===== src/hw/rtl/uhcg_pkg.sv =====
// Shared types, constants and checksum helpers for the UDP header checksum generator.
`timescale 1ns / 1ps

package uhcg_pkg;

  localparam int unsigned WordW   = 16;
  localparam int unsigned CountW  = 17;
  localparam int unsigned CfgIdxW = 3;
  localparam int unsigned CfgDataW = 64;

  // Configuration register indexes.
  localparam logic [CfgIdxW-1:0] CfgSrcAddrHigh = 3'd0;
  localparam logic [CfgIdxW-1:0] CfgSrcAddrLow  = 3'd1;
  localparam logic [CfgIdxW-1:0] CfgDstAddrHigh = 3'd2;
  localparam logic [CfgIdxW-1:0] CfgDstAddrLow  = 3'd3;
  localparam logic [CfgIdxW-1:0] CfgSrcPort     = 3'd4;
  localparam logic [CfgIdxW-1:0] CfgDstPort     = 3'd5;

  localparam logic [WordW-1:0]  UdpProto    = 16'd17;
  localparam logic [WordW-1:0]  UdpHdrBytes = 16'd8;
  localparam logic [CountW-1:0] MaxPayload  = 17'd65527;

  // Snapshot of a finished packet, handed from the accumulator to the finisher.
  typedef struct packed {
    logic              valid;
    logic [WordW-1:0]  sum;
    logic [CountW-1:0] count;
  } snap_t;

  // Per-packet constant part of the header and of the checksum.
  typedef struct packed {
    logic [WordW-1:0] sport;
    logic [WordW-1:0] dport;
    logic [WordW-1:0] sum;
  } cfg_t;

  // Fold a sum of at most twenty bits into a 16-bit ones'-complement value.
  // Zero stays zero, and any nonzero sum lands in 1..0xFFFF.
  function automatic logic [WordW-1:0] fold_sum(input logic [19:0] t);
    logic [16:0] t1;
    logic [16:0] t2;
    t1 = {1'b0, t[15:0]} + {13'd0, t[19:16]};
    t2 = {1'b0, t1[15:0]} + {16'd0, t1[16]};
    return t2[15:0];
  endfunction

  // End-around-carry add of two 16-bit words.
  function automatic logic [WordW-1:0] add_word(input logic [WordW-1:0] a,
                                                input logic [WordW-1:0] b);
    return fold_sum({4'd0, a} + {4'd0, b});
  endfunction

  // Folded sum of the four 16-bit words of a 64-bit register.
  function automatic logic [WordW-1:0] quad_sum(input logic [CfgDataW-1:0] v);
    return fold_sum({4'd0, v[63:48]} + {4'd0, v[47:32]} +
                    {4'd0, v[31:16]} + {4'd0, v[15:0]});
  endfunction

endpackage


===== src/hw/rtl/uhcg_cfg.sv =====
// Configuration registers with the pre-folded constant part of the checksum.
`timescale 1ns / 1ps

module uhcg_cfg (
  input  logic                           clk_i,
  input  logic                           rst_ni,
  input  logic                           cfg_valid_i,
  output logic                           cfg_ready_o,
  input  logic [uhcg_pkg::CfgIdxW-1:0]   cfg_index_i,
  input  logic [uhcg_pkg::CfgDataW-1:0]  cfg_data_i,
  output uhcg_pkg::cfg_t                 cfg_o
);

  logic [uhcg_pkg::WordW-1:0] src_hi_q, src_lo_q, dst_hi_q, dst_lo_q;
  logic [uhcg_pkg::WordW-1:0] sport_q, dport_q;
  logic [uhcg_pkg::WordW-1:0] cfg_sum_d, cfg_sum_q;
  logic [uhcg_pkg::WordW-1:0] wr_quad;

  assign cfg_ready_o = 1'b1;
  assign wr_quad     = uhcg_pkg::quad_sum(cfg_data_i);

  // Addresses are kept only as their folded word sums; nothing else reads them.
  always_ff @(posedge clk_i or negedge rst_ni) begin
    if (!rst_ni) begin
      src_hi_q <= '0;
      src_lo_q <= '0;
      dst_hi_q <= '0;
      dst_lo_q <= '0;
      sport_q  <= '0;
      dport_q  <= '0;
    end else if (cfg_valid_i && cfg_ready_o) begin
      case (cfg_index_i)
        uhcg_pkg::CfgSrcAddrHigh: src_hi_q <= wr_quad;
        uhcg_pkg::CfgSrcAddrLow:  src_lo_q <= wr_quad;
        uhcg_pkg::CfgDstAddrHigh: dst_hi_q <= wr_quad;
        uhcg_pkg::CfgDstAddrLow:  dst_lo_q <= wr_quad;
        uhcg_pkg::CfgSrcPort:     sport_q  <= cfg_data_i[15:0];
        uhcg_pkg::CfgDstPort:     dport_q  <= cfg_data_i[15:0];
        default: ;
      endcase
    end
  end

  assign cfg_sum_d = uhcg_pkg::fold_sum({4'd0, src_hi_q} + {4'd0, src_lo_q} +
                                        {4'd0, dst_hi_q} + {4'd0, dst_lo_q} +
                                        {4'd0, sport_q} + {4'd0, dport_q} +
                                        {4'd0, uhcg_pkg::UdpProto});

  always_ff @(posedge clk_i or negedge rst_ni) begin
    if (!rst_ni) begin
      cfg_sum_q <= uhcg_pkg::UdpProto;
    end else begin
      cfg_sum_q <= cfg_sum_d;
    end
  end

  assign cfg_o.sport = sport_q;
  assign cfg_o.dport = dport_q;
  assign cfg_o.sum   = cfg_sum_q;

endmodule


===== src/hw/rtl/uhcg_accum.sv =====
// Input register and running payload sum and byte count.
`timescale 1ns / 1ps

module uhcg_accum (
  input  logic                        clk_i,
  input  logic                        rst_ni,
  input  logic                        in_valid_i,
  output logic                        in_stall_o,
  input  logic [15:0]                 payload_word_i,
  input  logic [1:0]                  word_bytes_i,
  input  logic                        word_last_i,
  input  logic                        snap_ready_i,
  output uhcg_pkg::snap_t             snap_o
);

  logic                          in_valid_q;
  logic [15:0]                   word_q;
  logic [1:0]                    bytes_q;
  logic                          last_q;
  logic                          fire;
  logic                          fire_last;
  logic [1:0]                    nbytes;
  logic [15:0]                   word_m;
  logic [17:0]                   total;
  logic [uhcg_pkg::WordW-1:0]    sum_new, sum_d, sum_q;
  logic [uhcg_pkg::CountW-1:0]   count_new, count_d, count_q;
  logic                          snap_valid_q;
  logic [uhcg_pkg::WordW-1:0]    snap_sum_q;
  logic [uhcg_pkg::CountW-1:0]   snap_count_q;

  // Only a last word can be held up, and only by a full snapshot slot.
  assign in_stall_o = in_valid_q && last_q && !snap_ready_i;
  assign fire       = in_valid_q && !in_stall_o;
  assign fire_last  = fire && last_q;

  always_ff @(posedge clk_i or negedge rst_ni) begin
    if (!rst_ni) begin
      in_valid_q <= 1'b0;
    end else if (!in_stall_o) begin
      in_valid_q <= in_valid_i;
    end
  end

  always_ff @(posedge clk_i) begin
    if (!in_stall_o) begin
      word_q  <= payload_word_i;
      bytes_q <= word_bytes_i;
      last_q  <= word_last_i;
    end
  end

  always_comb begin
    nbytes  = (bytes_q == 2'd3) ? 2'd2 : bytes_q;
    word_m  = (nbytes == 2'd1) ? {word_q[15:8], 8'h00} : word_q;
    total   = {1'b0, count_q} + {16'd0, nbytes};
    sum_new   = sum_q;
    count_new = count_q;
    if (nbytes != 2'd0) begin
      sum_new   = uhcg_pkg::add_word(sum_q, word_m);
      count_new = total[17] ? '1 : total[16:0];
    end
    sum_d   = sum_q;
    count_d = count_q;
    if (fire) begin
      sum_d   = last_q ? '0 : sum_new;
      count_d = last_q ? '0 : count_new;
    end
  end

  always_ff @(posedge clk_i or negedge rst_ni) begin
    if (!rst_ni) begin
      sum_q   <= '0;
      count_q <= '0;
    end else begin
      sum_q   <= sum_d;
      count_q <= count_d;
    end
  end

  always_ff @(posedge clk_i or negedge rst_ni) begin
    if (!rst_ni) begin
      snap_valid_q <= 1'b0;
    end else if (snap_ready_i) begin
      snap_valid_q <= fire_last;
    end
  end

  always_ff @(posedge clk_i) begin
    if (fire_last) begin
      snap_sum_q   <= sum_new;
      snap_count_q <= count_new;
    end
  end

  assign snap_o.valid = snap_valid_q;
  assign snap_o.sum   = snap_sum_q;
  assign snap_o.count = snap_count_q;

endmodule


===== src/hw/rtl/uhcg_finish.sv =====
// Pseudo-header completion, length field and the output register.
`timescale 1ns / 1ps

module uhcg_finish (
  input  logic              clk_i,
  input  logic              rst_ni,
  input  uhcg_pkg::snap_t   snap_i,
  input  uhcg_pkg::cfg_t    cfg_i,
  output logic              snap_ready_o,
  output logic              out_valid_o,
  input  logic              out_stall_i,
  output logic [15:0]       hdr_src_port_o,
  output logic [15:0]       hdr_dst_port_o,
  output logic [15:0]       hdr_length_o,
  output logic [15:0]       hdr_checksum_o,
  output logic              too_long_o
);

  logic        out_adv;
  logic        out_valid_q;
  logic        too_long;
  logic [15:0] len;
  logic [15:0] sum;
  logic [15:0] sport_q, dport_q, length_q, checksum_q;
  logic        too_long_q;

  assign out_adv      = !out_valid_q || !out_stall_i;
  assign snap_ready_o = !snap_i.valid || out_adv;

  // The length enters the sum twice: once as the pseudo-header length and
  // once as the UDP length field. Its upper pseudo-header word is zero.
  always_comb begin
    too_long = snap_i.count > uhcg_pkg::MaxPayload;
    len      = too_long ? 16'hFFFF : (snap_i.count[15:0] + uhcg_pkg::UdpHdrBytes);
    sum      = uhcg_pkg::fold_sum({4'd0, snap_i.sum} + {4'd0, cfg_i.sum} +
                                  {4'd0, len} + {4'd0, len});
  end

  always_ff @(posedge clk_i or negedge rst_ni) begin
    if (!rst_ni) begin
      out_valid_q <= 1'b0;
    end else if (out_adv) begin
      out_valid_q <= snap_i.valid;
    end
  end

  always_ff @(posedge clk_i) begin
    if (out_adv && snap_i.valid) begin
      sport_q    <= cfg_i.sport;
      dport_q    <= cfg_i.dport;
      length_q   <= len;
      checksum_q <= ~sum;
      too_long_q <= too_long;
    end
  end

  assign out_valid_o    = out_valid_q;
  assign hdr_src_port_o = sport_q;
  assign hdr_dst_port_o = dport_q;
  assign hdr_length_o   = length_q;
  assign hdr_checksum_o = checksum_q;
  assign too_long_o     = too_long_q;

endmodule


===== src/hw/rtl/udp_header_checksum_gen_core.sv =====
// Top level of the transmit-side UDP header builder with pseudo-header checksum.
`timescale 1ns / 1ps
//
//  Channel   Direction  Handshake            Word carried
//  -------   ---------  -------------------  ------------------------------------------
//  in        sink       in_valid_i/in_stall_o  payload_word, word_bytes, word_last
//  out       source     out_valid_o/out_stall_i hdr ports, length, checksum, too_long
//  cfg       sink       cfg_valid_i/cfg_ready_o register index and 64-bit write data
//
//  One payload word is accepted every cycle while no last word is stalled.
//  The header word of a packet passes from the input register through the
//  snapshot register to the output register, where it is held until taken.
//  The rate is set by the combinational end-around-carry add
//  that updates the running sum. Reset clears the running state, the pipeline
//  valids and the configuration registers; the constant checksum term resets
//  to the protocol number, and the data registers of the pipeline are not
//  reset. A stall on the output holds the header word, then fills the
//  snapshot slot, and only then stalls a last payload word; words that are
//  not last keep flowing while a header waits.
//
// The design has three parts. The configuration block keeps each address
// register as its folded word sum and adds ports and the protocol into one
// constant checksum term, registered once more so the finisher sees it in the
// cycle after a write reaches its register. The accumulator registers each
// input word, masks a single-byte word, adds it into the running sum and
// counts its bytes; on a last word it hands a snapshot forward and clears
// its state. The finisher adds the constant term and twice the length,
// folds and complements the result and holds it in the output register.

module udp_header_checksum_gen_core (
  input  logic                           clk_i,
  input  logic                           rst_ni,
  // Payload channel
  input  logic                           in_valid_i,
  output logic                           in_stall_o,
  input  logic [15:0]                    payload_word_i,
  input  logic [1:0]                     word_bytes_i,
  input  logic                           word_last_i,
  // Header channel
  output logic                           out_valid_o,
  input  logic                           out_stall_i,
  output logic [15:0]                    hdr_src_port_o,
  output logic [15:0]                    hdr_dst_port_o,
  output logic [15:0]                    hdr_length_o,
  output logic [15:0]                    hdr_checksum_o,
  output logic                           too_long_o,
  // Configuration channel
  input  logic                           cfg_valid_i,
  output logic                           cfg_ready_o,
  input  logic [uhcg_pkg::CfgIdxW-1:0]   cfg_index_i,
  input  logic [uhcg_pkg::CfgDataW-1:0]  cfg_data_i
);

  uhcg_pkg::cfg_t  cfg;
  uhcg_pkg::snap_t snap;
  logic            snap_ready;

  uhcg_cfg u_cfg (
    .clk_i       (clk_i),
    .rst_ni      (rst_ni),
    .cfg_valid_i (cfg_valid_i),
    .cfg_ready_o (cfg_ready_o),
    .cfg_index_i (cfg_index_i),
    .cfg_data_i  (cfg_data_i),
    .cfg_o       (cfg)
  );

  uhcg_accum u_accum (
    .clk_i          (clk_i),
    .rst_ni         (rst_ni),
    .in_valid_i     (in_valid_i),
    .in_stall_o     (in_stall_o),
    .payload_word_i (payload_word_i),
    .word_bytes_i   (word_bytes_i),
    .word_last_i    (word_last_i),
    .snap_ready_i   (snap_ready),
    .snap_o         (snap)
  );

  uhcg_finish u_finish (
    .clk_i          (clk_i),
    .rst_ni         (rst_ni),
    .snap_i         (snap),
    .cfg_i          (cfg),
    .snap_ready_o   (snap_ready),
    .out_valid_o    (out_valid_o),
    .out_stall_i    (out_stall_i),
    .hdr_src_port_o (hdr_src_port_o),
    .hdr_dst_port_o (hdr_dst_port_o),
    .hdr_length_o   (hdr_length_o),
    .hdr_checksum_o (hdr_checksum_o),
    .too_long_o     (too_long_o)
  );

  // The input side stalls only when both the snapshot and the output are full.
  a_stall_needs_full_output: assert property (@(posedge clk_i) disable iff (!rst_ni)
    in_stall_o |-> (snap.valid && out_valid_o && out_stall_i))
    else $error("input stalled while the output could move");

  // A snapshot that cannot move on keeps its contents.
  a_snap_holds: assert property (@(posedge clk_i) disable iff (!rst_ni)
    (snap.valid && !snap_ready) |=> (snap.valid && $stable(snap.sum) &&
                                      $stable(snap.count)))
    else $error("packet snapshot lost while blocked");

  // An oversize packet always reports the saturated length.
  a_too_long_len: assert property (@(posedge clk_i) disable iff (!rst_ni)
    (out_valid_o && too_long_o) |-> (hdr_length_o == 16'hFFFF))
    else $error("oversize packet without saturated length");

  // A normal packet length always includes the eight header bytes.
  a_len_min: assert property (@(posedge clk_i) disable iff (!rst_ni)
    (out_valid_o && !too_long_o) |-> (hdr_length_o >= 16'd8))
    else $error("header length below header size");

endmodule


===== config.mk =====
export PLATFORM = sky130hd
export DESIGN_NAME = udp_header_checksum_gen_core
export DESIGN_NICKNAME = d
export VERILOG_FILES = /design/src/hw/rtl/uhcg_pkg.sv /design/src/hw/rtl/uhcg_cfg.sv /design/src/hw/rtl/uhcg_accum.sv /design/src/hw/rtl/uhcg_finish.sv /design/src/hw/rtl/udp_header_checksum_gen_core.sv
export SDC_FILE = /design/constraint.sdc
export NUM_CORES = 1
export LEC_CHECK = 0
export BUFFER_PORTS_ARGS = -buffer_cell sky130_fd_sc_hd__buf_2
export CORE_ASPECT_RATIO = 1.2
export CORE_UTILIZATION = 30
export DETAILED_ROUTE_END_ITERATION = 8
export MAX_ROUTING_LAYER = met4
export PLACE_DENSITY = 0.57
export SYNTH_ARGS = -nofsm -noshare
export SYNTH_HDL_FRONTEND = slang
export SYNTH_SLANG_ARGS = --single-unit

===== constraint.sdc =====
create_clock -name clk_i -period 10.25 [get_ports clk_i]
set_clock_uncertainty 0.2 [all_clocks]
set_input_delay 1.025 -clock clk_i [delete_from_list [all_inputs] [get_ports clk_i]]
set_output_delay 1.025 -clock clk_i [all_outputs]
set_load 0.01 [all_outputs]

## Word level (Yosys, flattened, before mapping)

Cells that the tools add are included.

| cells by class | value |
|---|---|
| $add $sub $neg | 23 |
| multiply operators | 0 |
| divide/modulo/power cells | 0 |
| $lt $le $gt $ge | 1 |
| equal/unequal tests | 7 |
| shift-type cells | 0 |
| mux-type cells | 8 |
| bitwise gates (word level) | 1 |
| reductions and logical operators | 20 |

Operators with widths:

| kind | count |
|---|---|
| $add A20 B16 Y20 | 8 |
| $add A16 B16 Y17 | 4 |
| $add A16 B4 Y17 | 4 |
| $add A16 B1 Y16 | 4 |
| $mux W17 | 3 |
| $mux W16 | 3 |
| $add A20 B5 Y20 const B | 1 |
| $add A17 B2 Y18 | 1 |
| $gt A17 B16 Y1 const B | 1 |
| $add A16 B4 Y16 const B | 1 |
| $not A16 Y16 | 1 |
| $reduce_and A2 Y1 | 6 |
| $mux W8 | 1 |
| $eq A3 B2 Y1 const B | 2 |
| $eq A3 B3 Y1 const B | 2 |
| $logic_and A1 B1 Y1 | 5 |
| $logic_not A1 Y1 | 5 |
| $eq A3 B1 Y1 const B | 1 |
| $logic_not A3 Y1 | 1 |
| $eq A2 B1 Y1 const B | 1 |
| $eq A2 B2 Y1 const B | 1 |
| $logic_or A1 B1 Y1 | 2 |
| $mux W2 | 1 |
| $reduce_bool A2 Y1 | 1 |

| storage, ports and cells | value |
|---|---|
| register bits after elaboration | 265 |
| latch bits | 0 |
| RAM bits | 0 |
| bits in read-only memories | 0 |
| bits of input ports | 91 |
| output and inout port bits | 68 |
| logic and storage cells | 82 |
| memories kept | 0 |

## Depth between registers and ports, before layout

| depth | value |
|---|---|
| depth after elaboration | 9 |
| gate-level depth with buffers | 43 |
| depth with buffers taken out | 43 |

## Cells and area by module

A second synthesis with hierarchy kept.

| second synthesis, totals | value |
|---|---|
| cells, all modules | 1773 |
| area, all modules | 18821.8 µm² |

By module, submodules not included:

| module | instances | cells each | area each (µm²) | seq. area each (µm²) |
|---|---|---|---|---|
| uhcg_cfg | 1 | 924 | 9326.4 | 2805.2 |
| uhcg_accum | 1 | 500 | 5263.8 | 2437.3 |
| uhcg_finish | 1 | 349 | 4231.6 | 1976.9 |

## Least setup slack after synthesis

OpenSTA, ideal clock, no wires.

| timing path | value |
|---|---|
| kind | input to register |
| start point | input port cfg_data_i[32] (netlist name) |
| end point | register u_cfg.dst_hi_q[13] (netlist name) |
| library setup time | 0.132 ns |
| arrival | 8.787 ns |
| data required time | 9.918 ns |
| slack | 1.131 ns |
| cell stages on the path | 39 |
| path buffers | 0 |
| cell sequence | ha_1 -> fa_1 -> a21o_1 -> a21oi_1 -> o21bai_1 -> a21oi_1 -> o21bai_1 -> a21oi_1 -> nor2b_1 -> o21a_1 -> o41ai_1 -> xor2_1 -> fa_1 -> inv_1 -> ha_1 -> and2_1 -> a31oi_1 -> nor2b_1 -> (+3 left out) -> xnor2_1 -> ha_1 -> fa_1 -> nand3_1 -> or3_1 -> nor4_1 -> and4_1 -> nand4b_1 -> nor3_1 -> ha_1 -> and3_1 -> nand2b_1 -> or3_1 -> a21o_1 -> a211oi_1 -> o21ai_0 -> xnor2_1 -> o21ai_0 |

| between the ends | value |
|---|---|
| cells in the longest elaborated chain, start to end | 5 |

RTL lines:

| what | RTL line | source |
|---|---|---|
| start: declaration | udp_header_checksum_gen_core.sv:51 | `input logic [uhcg_pkg::CfgDataW-1:0] cfg_data_i` |
| $add A16 B16 Y17 | uhcg_pkg.sv:55 | `return fold_sum({4'd0, v[63:48]} + {4'd0, v[47:32]} +` |
| $add A20 B16 Y20 | uhcg_pkg.sv:55 |  |
| $add A20 B16 Y20 | uhcg_pkg.sv:56 | `{4'd0, v[31:16]} + {4'd0, v[15:0]});` |
| $add A16 B4 Y17 | uhcg_pkg.sv:42 | `t1 = {1'b0, t[15:0]} + {13'd0, t[19:16]};` |
| $add A16 B1 Y16 | uhcg_pkg.sv:43 | `t2 = {1'b0, t1[15:0]} + {16'd0, t1[16]};` |
| end signal: assignment | uhcg_cfg.sv:35 | `uhcg_pkg::CfgDstAddrHigh: dst_hi_q <= wr_quad;` |
| end: declaration | uhcg_cfg.sv:14 | `logic [uhcg_pkg::WordW-1:0] src_hi_q, src_lo_q, dst_hi_q, dst_lo_q;` |

No other way between the ends.
A chain may end at the register's enable or synchronous reset.

## Worst setup path in the final report

Ends and elaborated chain as after synthesis.

==> metrics.yaml <==
start_kind: "input pin"
timing.max_cap.violations: 0
hold_viol: 0
fillers: 6428
crit_required_ns: 10.41
setup_viol: 0
antenna_found_initial: 0
track_usage_pct: 15.04
cts_tree: "done"
ant_nets: 0
drt_first_pass_iters: 5
drive_gt1_share_pct: 13.52
async_flop_share_pct: 55.85
slew_violations: 0
cpMostUsedCell: "ha_1"
critPathMaxFanout: 4
vias: 14580
n_antenna_cell: 0
synth_most_common_cell: "nand2_1"
rr_startpoint: "u_cfg.src_lo_q[0]"
insertion_delay_ns: 0.55
routed_via_density: 4.887
placed_cells: 2922
multiInputGateArea_um2: 10930
grt_pass1_vias: 14810
port-buffer-count: 157
initial_core_util_pct: 30.26
place_hpwl_um: 36150
cp_slowest_cell: "or3_1"
yosysSeqAreaShare_pct: 37.76
cpPeakStageDelay_ns: 0.45
fp.coreArea_um2: 63190
cts_buffer_depth: 3
min_period_ns: 9.536
avgSynthCellArea_um2: 9.684
placed_area_um2: 20880
drt_iter0_drc: 783
synthToLayoutAreaGrowth_pct: 15.56
cts-htree-levels: 2
hp-class: "reg -> reg"
synth_flop_cell: "dfrtp_1"
yosysWarnings: 0
cp-end-kind: "register"
worst_pin_slew_ns: 1.147
synth_top_area_cell: "dfrtp_1"
synthCells: 1974
routed_wl_um: 46620
die-area_um2: 64740
synth_area_um2: 19120
status: "finished clean"
netlist_top_cells_area: "dfrtp_1, edfxtp_1, ha_1"
rsz0062_at_grt: "no"
gr-total-overflow: 0
syn-num-nets: 2290
layout.nets: 2450
cp.arrival_ns: 9.70
cts-root-buf: "clkbuf_16"
final.period_utilization_pct: 93.03
startpoint: "cfg_data_i[32]"
die_w_um: 232.4
synth.top_cells.by_count: "nand2_1, inv_1, ha_1, dfrtp_1, o21ai_0"
drc: 0
path_clk_slew_ns: 0.06
clock-sinks: 265
min_from: "u_cfg.sport_q[15]"
relSlewSlack_pct: 23.32
yosys.cell_types.count: 83
chipHeight_um: 278.5
criticalPathCategory: "in -> reg"
synth_top_area_share_pct: 19.11
fin_area_um2: 22090
synth_edf_count: 117
grt_pass1_wl_um: 75840
clock.fmax_mhz: 104.9
finalNonFillerCells: 2984
rows: 101
cts_made_buffers: 34
ys_seq_elements: 265
routabilityCongestion: 0.8650
wl_per_cell_um: 15.62
register_area_um2: 7219
num_io_pins: 159
grt_start_max_net_pins: 76
[path summary, 6_finish.rpt]
check / cells past startpoint / slack (ns) / to
max: 41 / 0.71 / u_cfg.dst_hi_q[13]
min: 0 / 0.25 / u_finish.hdr_src_port_o[15]
max reg2reg: 39 / 0.81 / u_cfg.cfg_sum_q[15]
min reg2reg: 0 / 0.25 / u_finish.hdr_src_port_o[15]
max in group asynchronous: 2 / 8.05 / u_cfg.sport_q[5]
min in group asynchronous: 1 / 0.30 / u_accum.count_q[3]
[stage by stage]
| stage | TNS [ns] | hold slack (ns) | util [%] | worst slack (ns) |
|---|---|---|---|---|
| after floorplan | 0 | 0.2249 | - | 1.131 |
| after global placement | 0 | 0.2394 | 33.05 | 0.1880 |
| after detailed placement | -0.1600 | 0.2410 | 33.05 | -0.09687 |
| after CTS | 0 | 0.2552 | 34.93 | 0.4933 |
| after global routing | 0 | 0.2619 | 34.96 | 0.02649 |
| final | 0 | 0.2520 | 34.96 | 0.7143 |
[repair_timing]
item | in CTS | in global routing
hold buffers | 0 | 0
buffers inserted | 0 | 0
setup endpoints to repair | 0 | 13
gates resized for setup | 0 | 5
[cells by family (layout without fill, tap and decap cells)]
kind of cell	count (synthesis)	in the layout	share of synthesized area, %
compound gates	422	422	14.35
simple gates	583	583	14.88
fa+ha+maj	226	226	17.68
other cells	1	1	0.01962
flops	265	265	37.76
xor+xnor	187	187	8.567
buf+inv	264	450	5.236
mux	26	26	1.505
[metal layers]
| layer | share of wire [%] | track usage (%) |
|---|---|---|
| met2 | 50 | 26.15 |
| met3 | 3.8 | 2.111 |
| met5 | 0 | - |
| met4 | 3.3 | 5.229 |
| met1 | 43 | 17.56 |
[critical path, delay by kind of cell]
family / cells / cell delay [ns]
AOI/OAI and AO/OA: 16 / 2.98
and+or+nand+nor: 12 / 2.64
adders and majority gates: 7 / 2.00
xor gates and xnor gates: 3 / 0.67
buffers and inverters: 3 / 0.34
[final cells by class]
type | instances | area share, %
Clock buffer | 46 | 4.638
Clock inverter | 16 | 0.7476
Inverter | 215 | 3.653
Multi-Input combinational cell | 1445 | 49.49
Sequential cell | 265 | 32.68
Tap cell | 824 | 4.667
Timing Repair Buffer | 173 | 4.129
[state kept, by name (all words and copies together) (netlist names)]
name and cells:
u_cfg.src_hi_q 16, u_cfg.dst_hi_q 16, u_accum.in_valid_q 1, u_cfg.dst_lo_q 16, u_finish.hdr_dst_port_o 16, u_accum.last_q 1
u_accum.word_q 16, u_cfg.sport_q 16, u_accum.snap_valid_q 1, u_cfg.dport_q 16, u_accum.snap_count_q 17, u_finish.hdr_src_port_o 16
u_finish.too_long_o 1, u_cfg.src_lo_q 16, u_accum.sum_q 16, u_accum.count_q 17, u_accum.snap_sum_q 16, u_finish.out_valid_o 1
u_finish.hdr_checksum_o 16, u_cfg.cfg_sum_q 16, u_accum.bytes_q 2, u_finish.hdr_length_o 16
[placed cells by master, fill, tap and decap left out, types with 6 or more instances in the layout]
cell type,netlist,routed
o41ai_1,7,7
mux2_2,22,22
fa_1,74,74
and2_1,22,22
a22o_1,20,20
nor4_1,11,10
or2_2,8,8
or3_1,11,11
o21bai_1,18,18
and3_1,21,21
nor2b_1,22,21
a21oi_1,79,78
and4_1,6,6
nand3b_1,9,9
ha_1,151,151
o21ai_0,146,146
a31oi_1,14,14
a211oi_1,14,13
o211ai_1,9,9
nand2_1,216,216
a31o_2,6,6
xnor2_1,116,116
xor2_1,71,71
o31ai_1,9,9
buf_2,2,156
edfxtp_1,117,117
nor2_1,101,100
nand3_1,46,46
nor3_1,45,44
nand4_1,24,24
dfrtp_1,146,146
nand2b_1,13,13
o21a_1,10,10
clkbuf_16,0,38
inv_1,215,215
buf_4,2,16
a21o_1,36,36
Power is not shown: default switching activity piles up to over one toggle a cycle in this logic, so the estimate is an artifact.
